--- src/rtl/core/src_pkg.sv ---
// Shared types, constants and arithmetic helpers of the spectral response calibrator.
package src_pkg;

  localparam int unsigned BIN_W       = 19;
  localparam int unsigned DATA_W      = 32;
  localparam int unsigned ACT_W       = 20;
  localparam int unsigned FRAC_W      = 24;
  localparam int unsigned QUOT_STEPS  = 31;
  localparam int unsigned MLO_W       = QUOT_STEPS - FRAC_W;
  localparam int unsigned DIV_LAT     = QUOT_STEPS + 2;
  localparam int unsigned QUEUE_DEPTH = 4;
  localparam int unsigned ADDR_W      = 4;

  localparam logic signed [64:0] ONE_Q24  = 65'sd16777216;
  localparam logic signed [64:0] HALF_LSB = 65'sd8388608;
  localparam logic signed [64:0] HALF_DN  = 65'sd8388607;
  localparam logic signed [64:0] SAT_HI   = 65'sd2147483647;
  localparam logic signed [64:0] SAT_LO   = -65'sd2147483648;
  localparam logic signed [31:0] MAX_Q24  = 32'sh7fffffff;
  localparam logic signed [31:0] MIN_Q24  = 32'sh80000000;

  typedef enum logic {
    OP_LOAD      = 1'b0,
    OP_CALIBRATE = 1'b1
  } op_e;

  typedef enum logic [1:0] {
    REG_ENABLE    = 2'd0,
    REG_ACTIVE    = 2'd1,
    REG_ALPHA     = 2'd2,
    REG_ALPHABETA = 2'd3
  } reg_e;

  typedef struct packed {
    logic                     operation;
    logic [BIN_W-1:0]         bin_index;
    logic signed [DATA_W-1:0] sensing_re;
    logic signed [DATA_W-1:0] sensing_im;
    logic signed [DATA_W-1:0] openloop_re;
    logic signed [DATA_W-1:0] openloop_im;
    logic signed [DATA_W-1:0] bin_re;
    logic signed [DATA_W-1:0] bin_im;
  } cmd_t;

  typedef struct packed {
    logic [BIN_W-1:0]         result_bin;
    logic signed [DATA_W-1:0] out_re;
    logic signed [DATA_W-1:0] out_im;
    logic                     zero_denominator;
  } result_t;

  // One classified calibrate word handed from front to back.
  typedef struct packed {
    logic                     calibrate;
    logic [BIN_W-1:0]         bin;
    logic signed [DATA_W-1:0] yr;
    logic signed [DATA_W-1:0] yi;
    logic signed [DATA_W-1:0] cr;
    logic signed [DATA_W-1:0] ci;
    logic signed [DATA_W-1:0] hr;
    logic signed [DATA_W-1:0] hi;
  } work_t;

  typedef struct packed {
    logic valid;
    logic near_full;
  } queue_status_t;

  // Round by 2^24 to nearest, ties away from zero.
  function automatic logic signed [64:0] rnd24(input logic signed [64:0] p);
    logic signed [64:0] b;
    b = p + (p[64] ? HALF_DN : HALF_LSB);
    return b >>> FRAC_W;
  endfunction

  function automatic logic signed [31:0] sat32(input logic signed [64:0] v);
    logic signed [31:0] r;
    if (v > SAT_HI) r = MAX_Q24;
    else if (v < SAT_LO) r = MIN_Q24;
    else r = v[31:0];
    return r;
  endfunction

endpackage

--- src/rtl/core/src_queue.sv ---
// Short queue of classified words between the front and back parts.
module src_queue (
  input  logic                    clk_i,
  input  logic                    rst_ni,
  input  logic                    push_i,
  input  src_pkg::work_t          work_i,
  input  logic                    pop_i,
  output src_pkg::queue_status_t  status_o,
  output src_pkg::work_t          work_o
);

  localparam int unsigned QW = $clog2(src_pkg::QUEUE_DEPTH);

  src_pkg::work_t   buf_q [src_pkg::QUEUE_DEPTH];
  logic [QW-1:0]    wr_ptr_q, wr_ptr_d;
  logic [QW-1:0]    rd_ptr_q, rd_ptr_d;
  logic [QW:0]      count_q, count_d;
  logic             do_pop;

  assign do_pop = pop_i && (count_q != '0);

  always_comb begin
    wr_ptr_d = push_i ? wr_ptr_q + 1'b1 : wr_ptr_q;
    rd_ptr_d = do_pop ? rd_ptr_q + 1'b1 : rd_ptr_q;
    count_d  = count_q + (QW+1)'(push_i) - (QW+1)'(do_pop);
  end

  always_ff @(posedge clk_i or negedge rst_ni) begin
    if (!rst_ni) begin
      wr_ptr_q <= '0;
      rd_ptr_q <= '0;
      count_q  <= '0;
    end else begin
      wr_ptr_q <= wr_ptr_d;
      rd_ptr_q <= rd_ptr_d;
      count_q  <= count_d;
    end
  end

  always_ff @(posedge clk_i) begin
    if (push_i) begin
      buf_q[wr_ptr_q] <= work_i;
    end
  end

  assign work_o             = buf_q[rd_ptr_q];
  assign status_o.valid     = (count_q != '0);
  assign status_o.near_full = (count_q >= (QW+1)'(src_pkg::QUEUE_DEPTH - 1));

endmodule

--- config.mk ---
export PLATFORM = sky130hd
export DESIGN_NAME = src_queue
export DESIGN_NICKNAME = d
export VERILOG_FILES = /design/src/rtl/core/src_pkg.sv /design/src/rtl/core/src_queue.sv
export SDC_FILE = /design/constraint.sdc
export NUM_CORES = 1
export LEC_CHECK = 0
export BUFFER_PORTS_ARGS = -buffer_cell sky130_fd_sc_hd__buf_2
export CORE_MARGIN = 2
export CORE_UTILIZATION = 30
export CTS_CLUSTER_SIZE = 30
export DETAILED_ROUTE_END_ITERATION = 10
export GPL_TIMING_DRIVEN = 0
export PLACE_DENSITY_LB_ADDON = 0.3
export SYNTH_ARGS = -nofsm -noshare
export SYNTH_HDL_FRONTEND = slang
export SYNTH_SLANG_ARGS = --single-unit
--- constraint.sdc ---
create_clock -name clk_i -period 16.7 [get_ports clk_i]
set_input_delay 0.835 -clock clk_i [delete_from_list [all_inputs] [get_ports clk_i]]
set_output_delay 0.835 -clock clk_i [all_outputs]
set_load 0.005 [all_outputs]
# Word level (Yosys, flattened, before mapping)
# Memories as Yosys holds them, arrays and structs flattened.
# Index checks and enable logic that the tools add are counted.
[totals]
ff_bits = 7
mem_bits_rw = 848
input_bits = 216
out_inout_bits = 214
wordCells = 13
memories = 1
[mem_list]
columns = ["memory", "depth", "word_bits", "read_ports", "rd_ports_with_merged_regs", "wr", "line", "rtl"]
rows = [
  ["buf_q", 4, 212, 1, 0, 1, "src_queue.sv:14", "src_pkg::work_t buf_q [src_pkg::QUEUE_DEPTH];"],
]
[op_classes]
add_sub_neg = 4
magnitude_cmp = 1
n_mux = 2
n_reduce_logical = 2
[op_table]
columns = ["operator", "n"]
rows = [
  ["2-bit by 1-bit adder with 2-bit output, second input constant", 2],
  ["3-bit by 1-bit adder with 3-bit output", 1],
  ["3-bit by 2-bit greater-or-equal comparator with 1-bit output, second input constant", 1],
  ["3-bit nonzero test", 1],
  ["3-bit by 1-bit subtractor with 3-bit output", 1],
  ["1-bit two-way mux", 2],
  ["1-bit logical AND", 1],
]

# Depth between registers and ports, before layout
# Gate-level depths: netlist of run 1.
[logic_depth]
word_depth = 3
depth_mapped = 6
ltp_nobuf = 6

# Worst setup path after synthesis of run 1
# No wires, ideal clock.
[synth_timing]
path_kind = "input -> register"
startpoint = "input push_i"
endpoint = "memory buf_q[1][0] in the netlist's numbering (enable)"
setup_ps = 598
arrival_time_ps = 5640
required_ps = 16102
setup_slack_ps = 10462
path_stages = 1
n_path_buf = 0
cell_sequence = "and2_1"
[synth_via]
elab_chain_len = 2
[synth_rtl]
columns = ["item", "line", "rtl"]
rows = [
  ["start, declared", "src_queue.sv:5", "input logic push_i,"],
  ["1-bit two-way mux", "src_queue.sv:41", "if (push_i) begin"],
  ["1-bit two-way mux (implied by the code)", "src_queue.sv:42", "buf_q[wr_ptr_q] <= work_i;"],
  ["end, declared", "src_queue.sv:14", ""],
]
# No other way between the ends.

==> results.md, run 1 <==
* Outcome: complete, no violations
* Clk buf depth at 3
* Worst setup path startpoint: rd_ptr_q[1]
* TritonCTS clock tree: yes
* Die extent in y at 326 um
* First-pass GRT wire length at between 100000 and 150000 um
* Hpwl dp at about 45000 um
* HP Start: work_i[168]
* Via/cell ratio at around 4.5
* Met2 WL at roughly 35000 um
* Leakage power at 13.1 nW
* Final WL at between 60000 and 70000 um
* R2r setup slk at about 14 ns
* Syn-to-layout area delta at 23.9%
* PD cells at ~180 nW/um^2
* Sum Neg Setup Slack at 0 ns
* Required time of the critical path at around 16 ns
* Worst min-delay path class: in2reg
* Crit path max fanout at 10
* Critical Path AT at 2.85 ns
* Least-Margin Pin Slew at roughly 0.83 ns
* DRT antenna net count at 0
* Starting density of the core at 0.301
* Max Cap Viol at 0
* Routed wl met3 at between 5000 and 6000 um
* Antenna violations before repair at 17
* WS Path Type: reg2out
* Cells on Worst Hold Path at 1
* Vias after detailed routing at between 10000 and 15000
* Clk Latency, worst-skew pair at 0.65 ns
* Final nets at 1911
* Htree depth at 3
* Vias in the first global route at about 15000
* Mapped cell area at slightly above 30000 sq um
* Cells after synthesis at 1145
* Fin crit share at 0.221
* Worst reg2reg endpoint: buf_q[1][149]
* Final number of hold-violating endpoints at 0
* RSZ-0062 raised after global routing: false
* Core Area at 103000 sq um
* NetSw at roughly 1.9 mW
* Async SR Flop Fraction at 0.00819
* EDFF count, synth at between 800 and 900
* Clock Power Share at 0.296
* Worst Skew at about 0.020 ns
* Fin crit period at about 3.7 ns
* IO buf count at between 400 and 500
* Register area share after synthesis at 0.824
* Endpoints failing setup at 0
* Worst reg2reg startpoint: wr_ptr_q[1]
* Drt initial violations at between 800 and 900
* Switching share of power at 0.283
* Max_slew headroom at 0.445
* Fmax at about 270 MHz
* Flops & latches, synth at between 800 and 900
* Most used flip-flop cell after synthesis: edfxtp_1
* Clk Tree Root Cell: clkbuf_16
* Main area contributors after synthesis: edfxtp_1 82%, mux4_2 14%, mux4_1 2.1%, buf_6 0.62%, dfrtp_1 0.56%
* Clock-pin slew on the worst setup and hold paths at roughly 0.060 ns
* Internal Power at slightly below 5 mW
* DR WL/cell at between 20 and 25 um
* Routed met1 length at between 20000 and 30000 um
* Syn nets at about 1400
* Uppermost layer routed: met5
* Unique masters post-synth at 19
* Yosys top cell by area: edfxtp_1
* Die ar. at roughly 110000 sq um
* Share of layout cells above drive strength 1 at 0.467
* DIE WIDTH at 326 um
* Overflow after GRT at 0
* Warnings from Yosys at 0
* Largest net degree at the start of global routing at 52
* Max VDD drop at 0.0000933 V
* Final hold slack at approximately 0.38 ns
* Sequential power share at 0.422
* Worst Setup End Kind: primary output
* Combinational power share at 0.282
* First-pass DRT Iterations at 5
* Row cnt at around 120
* Fin util at 0.374
* Max-slew violations at 0
* IO Pins at 430
* Startpoint Class: flip-flop
* TritonCTS Sinks at between 800 and 900
* Overall routing resource usage at 0.129
* Area share of the largest cell type after synthesis at 0.819
* Syn Area/Cell at roughly 27 sq um
* Worst Setup EP: work_o[60]
* GPL Wtd Cong at just under 0.7
* CTS buffer count at 92
* # DRC at 0
* R2R cell count at 5
==> layer usage <==
metal  track usage  up-vias
met2         0.216      393
met3        0.0413      115
met4        0.0451       22
met1         0.158     7530
li1              -     6130
met5             0        -
==> what timing repair did <==
action                                  in CTS  in global routing
hold buffers                                 1                  0
endpoints found under the hold margin        7                  0
buffers inserted                             0                  0
gates resized for setup                      0                  0
endpoints found under the setup margin       0                  0
==> per-stage QoR <==
stage                     cells  total power, mW  setup WS [ns]  area (sq um)
final                      3150             6.81          13.01         38500
after CTS                  3147             6.98          12.72         38500
after global routing       3150             7.15          12.71         38500
after global placement     2954             5.01           5.47         35000
after floorplan            1145             4.07          10.46         31100
after detailed placement   2972             4.92          13.46         35500
==> cell usage in the layout, fill, tap and decap left out <==
cell | synthesis | layout
edfxtp_1 | 848 | 848
buf_2 | 24 | 453
mux4_2 | 187 | 187
clkbuf_16 | 0 | 93
mux4_1 | 25 | 25
clkinv_2 | 0 | 25
clkbuf_1 | 5 | 21
buf_6 | 17 | 17
buf_16 | 0 | 17
clkinv_1 | 0 | 14
bufinv_16 | 0 | 10
inv_1 | 7 | 7
ha_1 | 7 | 7
dfrtp_1 | 7 | 7
clkinvlp_4 | 0 | 6
and2_4 | 0 | 4
diode_2 | 0 | 3
xor2_1 | 3 | 3
clkinv_8 | 0 | 3
buf_8 | 2 | 2
o21ai_0 | 2 | 2
nand2_1 | 2 | 2
inv_6 | 0 | 2
clkinv_4 | 0 | 2
o31a_1 | 1 | 1
nand3_1 | 1 | 1
o311ai_0 | 1 | 1
xnor2_1 | 1 | 1
fa_1 | 1 | 1
inv_16 | 0 | 1
clkinv_16 | 0 | 1
inv_8 | 0 | 1
dlygate4sd3_1 | 0 | 1
buf_12 | 0 | 1
==> final cells by class <==
| type | count | area [sq um] |
|---|---|---|
| well taps | 1380 | 1730 |
| fillers | 9342 | 64700 |
| diodes | 3 | 7.51 |
| flip-flops and latches | 855 | 25600 |
| plain buffers | 48 | 360 |
| repair buffers | 448 | 2650 |
| clock inverters | 65 | 668 |
| multi-input cells | 235 | 5090 |
| inverters | 7 | 26.3 |
| clock buffers | 109 | 2390 |
==> worst max-delay path, cell delays in order (launching register included) <==
cell and delay (ns):
dfrtp_1 0.32, clkbuf_1 0.37, buf_2 0.43, buf_2 0.44, mux4_2 0.44, buf_2 0.18
==> flip-flops by register name (all words and copies together) (netlist names) <==
name,cells
wr_ptr_q,2
buf_q,848
count_q,3
rd_ptr_q,2
==> synth_stat cells, types with 2 or more instances <==
cell type	n
and2_1	4
xor2_1	3
ha_1	7
clkbuf_1	5
inv_1	7
edfxtp_1	848
buf_2	24
nand2_1	2
mux4_1	25
buf_8	2
o21ai_0	2
mux4_2	187
dfrtp_1	7
buf_6	17
==> power groups by stage <==
stage | combinational, mW | sequential (mW) | clock [mW]
finish | 1.92 | 2.87 | 2.02
global route | 2.09 | 2.90 | 2.17
global placement | 1.91 | 3.10 | 0
detailed placement | 2.00 | 2.92 | 0
CTS | 2.01 | 2.88 | 2.09
floorplan | 1.08 | 2.99 | 0
==> how the worst min path moves through the flow <==
stage | end | slack, ns
floorplan | wr_ptr_q[0] | 0.49
global placement | wr_ptr_q[0] | 0.51
detailed placement | wr_ptr_q[0] | 0.52
CTS | buf_q[1][168] | 0.30
global route | buf_q[2][162] | 0.33
finish | buf_q[1][168] | 0.38
==> cell families (layout without fill, tap and decap cells) <==
group           count (synthesis)  in the layout  synth area share
flops                         855            855             0.824
mux                           212            212             0.157
buf+inv                        55            677            0.0124
fa+ha+maj                       8              8           0.00346
simple gates                    7              7           0.00121
compound gates                  4              4          0.000885
xor+xnor                        4              4           0.00113
other cells                     0              3                 0
Power figures use the tool's default switching activity.
==> run 2, diff against run 1 <==
--- a/config.mk
+++ b/config.mk
@@ -5,6 +5,7 @@
 export SDC_FILE = /design/constraint.sdc
 export NUM_CORES = 1
 export LEC_CHECK = 0
+export ABC_AREA = 1
 export BUFFER_PORTS_ARGS = -buffer_cell sky130_fd_sc_hd__buf_2
 export CORE_MARGIN = 2
 export CORE_UTILIZATION = 30
==> constraint.sdc (replaced) <==
create_clock -name clk_i -period 3.3 [get_ports clk_i]
set_input_delay 0.165 -clock clk_i [delete_from_list [all_inputs] [get_ports clk_i]]
set_output_delay 0.165 -clock clk_i [all_outputs]
set_load 0.005 [all_outputs]
==> run 2 against run 1 <==
  * Count of clock-buffer cells in the layout rose by 7
  * Clock skew down 0.0015 ns
  * Final cell count up 61%
  * Wire length up 34%
  * Global-route usage is 2.9 points higher
  * First-iteration DRC count up 47%
  * Sequential share of layout area is 7.5 points lower
  * Register-to-register slack lost 14 ns
  * Critical path depth is 2 higher
  * Non-clock buffer count grew 318
  * Clock power increased to 5.1 times the previous value
  * Synthesized cell count grew 140%
  * Highest routed layer unchanged
==> results.md, run 2 <==
* Outcome: complete, no violations
* Fin cells at roughly 5100
* Area share of the largest cell type after synthesis at 0.756
* Critical path's slowest cell: clkbuf_1
* Synth Area in XOR/XNOR at 0.000520
* Setup ws final at between 0.3 and 0.4 ns
* Cells after synthesis at about 2700
* Buf/Inv on CP at 5
* First-pass GRT wire length at approximately 140000 um
* Max VDD drop at 0.000567 V
* Die extent in y at ~340 um
* Core Area at between 100000 and 150000 sq um
* Worst min-delay path class: in2reg
* Crit path cell chain: inv_1, buf_4, buf_2, clkbuf_1, nand2_1, nand2_1, buf_2
* Yosys top cell by area: edfxtp_1
* Warnings from Yosys at 0
* Max reg flops at about 850
* Fin crit period at 2.91 ns
* Register area share after synthesis at 0.761
* Sum Neg Setup Slack at 0 ns
* Async SR Flop Fraction at 0.00819
* Multi-input logic area at 6320 sq um
* Final number of hold-violating endpoints at 0
* Most flops, register: buf_q
* Required time of the critical path at 3.13 ns
* Syn Area/Cell at roughly 12 sq um
* RSZ-0062 raised after global routing: false
* Flops & latches, synth at 855
* GPL Wtd Cong at 0.752
* Row cnt at around 120
* Main area contributors after synthesis: edfxtp_1 76%, nand2_1 7.2%, nor2_1 4.7%, o21ai_0 4.0%, inv_1 2.5%
* Met2 usage at 0.264
* Top Registers: buf_q x848, count_q x3
* Clk Tree Root Cell: clkbuf_16
* Vias after detailed routing at 22170
* Max incr delay on CP at 0.56 ns
* Clk Latency, worst-skew pair at 0.65 ns
* NetSw at 13.6 mW
* Share of layout cells above drive strength 1 at 0.186
* Final nets at between 3000 and 4000
* Clock-pin slew on the worst setup and hold paths at about 0.060 ns
* Fill count at about 11000
* Mapped cell area at about 34000 sq um
* Internal Power at about 25 mW
* Synth top cells by count: 848 x edfxtp_1, 649 x nand2_1, 426 x nor2_1, 272 x o21ai_0, 226 x inv_1
* Htree depth at 3
* Layer with the highest usage: met2
* Commonest non-fill, non-tap cells in the layout: 848 x edfxtp_1, 645 x nand2_1, 445 x buf_2
* First-pass DRT Iterations at 5
* WS Path Type: reg2out
* Met3 GRT Util at 0.0343
* Max-slew violations at 0
* Commonest non-fill, non-tap cell in the layout: edfxtp_1
* Largest net degree at the start of global routing at 35
* Hold buffer count at cts at 216
* Compound-Gate Fraction of Synth Area at 0.0633
* Sequential power share at 0.377
* Startpoint Class: flip-flop
* Antenna violations before repair at 10
* Syn nets at between 2000 and 3000
* Leakage power at 17.1 nW
* Fin crit share at 0.883
* Place WS at approximately 0.46 ns
* Postcts setup bufs at 0
* Endpoints failing setup at 0
* Post-Synth Adder-Cell Area at 0.00320
* Clock Power Share at 0.268
* Post-synthesis mux area share at 0
* Clk buf depth at 3
* Drt initial violations at roughly 1300
* Max_slew headroom at 0.471
* DR WL/cell at approximately 18 um
* Switching share of power at 0.354
* Overall routing resource usage at 0.158
* Starting density of the core at 0.303
* IO Pins at 430
* Via/cell ratio at 4.38
* Post-cts gate resize count at 0
* Most numerous cell in the Yosys netlist: edfxtp_1
* CTS buffer count at between 90 and 100
* Die ar. at between 100000 and 150000 sq um
* Combinational power share at 0.355
* Dpl cells at 4681
* Fmax at 343 MHz
* Crit path max fanout at 11
* # DRC at 0
* Syn-to-layout area delta at 29.0%
* Hpwl dp at ~60000 um
* Register Area at between 20000 and 30000 sq um
* Main combinational cell family by area after synthesis: simple AND/OR/NAND/NOR gates
* PD cells at 887 nW/um^2
* Unique masters post-synth at 17
* Max Cap Viol at 0
* Delay-heaviest family, CP: buffers and inverters
* Worst Skew at between 0.015 and 0.02 ns
* Overflow after GRT at 0
* TritonCTS Sinks at ~860
* TritonCTS clock tree: yes
* Vias in the first global route at around 22000
* DIE WIDTH at between 300 and 400 um
* Least-Margin Pin Slew at 0.791 ns
* Synth Area in Simple Gates at 0.120
* Critical Path AT at 2.75 ns
* Met1 usage in global routing at 0.206
* Fin util at 0.392
* Worst Setup End Kind: primary output
* Most used flip-flop cell after synthesis: edfxtp_1
* DRT antenna net count at 0
* IO buf count at approximately 430
* EDFF count, synth at about 850
* Final WL at 92400 um
## run 2: cell types whose count changed in the layout (fill, tap and decap cells not counted), moves of 58 or more
| cell | change |
|---|---|
| nand2_1 | +643 |
| nor2_1 | +426 |
| o21ai_0 | +270 |
| dlygate4sd3_1 | +215 |
| inv_1 | +214 |
| mux4_2 | -187 |
| o21ai_1 | +154 |
| clkbuf_1 | +58 |
## run 2: cell families after synthesis
logic type,after synthesis
and+or+nand+nor,1077
adders and majority gates,8
DFF,855
buffers and inverters,369
xor gates and xnor gates,2
AOI/OAI and AO/OA,426
## run 2: area by class of cell
cell class,count,share of cell area
sequential,855,0.590
antenna,6,0.000346
buffer,142,0.0203
clock inverter,47,0.0117
inverter,227,0.0200
clock buffer,116,0.0575
timing repair buffer,672,0.112
multi-input combinational,1513,0.146
tap,1488,0.0429
## run 2: routing by layer
layer,up-vias,share of wire
li1,10800,-
met1,10677,0.43
met2,553,0.49
met3,134,0.056
met5,-,0.00038
met4,6,0.024
## run 2: worst paths after layout
| path | depth (start not counted) | end | start | slack, ns |
|---|---|---|---|---|
| max | 7 | work_o[59] | rd_ptr_q[1] | 0.39 |
| min | 2 | buf_q[0][177] | work_i[177] | 0.26 |
| max reg2reg | 8 | buf_q[2][128] | wr_ptr_q[0] | 0.51 |
| min reg2reg | 2 | rd_ptr_q[1] | rd_ptr_q[1] | 0.47 |
| max in group asynchronous | 3 | rd_ptr_q[0] | rst_ni | 2.49 |
| min in group asynchronous | 3 | wr_ptr_q[0] | rst_ni | 0.52 |
## run 2: power groups by stage
stage / combinational, mW / clock, mW / sequential, mW
after floorplan: 7.08 / 0 / 15.0
after global placement: 13.3 / 0 / 15.3
after detailed placement: 13.8 / 0 / 14.8
after CTS: 14.1 / 10.6 / 14.5
after global routing: 15.2 / 11.0 / 14.7
final: 13.7 / 10.3 / 14.5
## run 2: through the flow
| stage | area (sq um) | power [mW] | hold slack (ns) |
|---|---|---|---|
| 2_1_floorplan | 33700 | 22.1 | -0.131 |
| 3_3_place_gp | 37700 | 28.6 | 0.0210 |
| 3_5_place_dp | 38300 | 28.6 | 0.0264 |
| 4_1_cts | 43400 | 39.2 | 0.183 |
| 5_1_grt | 43400 | 40.9 | 0.210 |
| 6_report | 43400 | 38.5 | 0.263 |
## run 2: worst reg2reg max path, delay by kind of cell, from the launching register on
kind / cells / cell delay (ns)
adder cells (fa/ha/maj): 1 / 0.18
flip-flops: 1 / 0.43
AND/OR/NAND/NOR: 1 / 0.07
buffers and inverters: 6 / 1.83
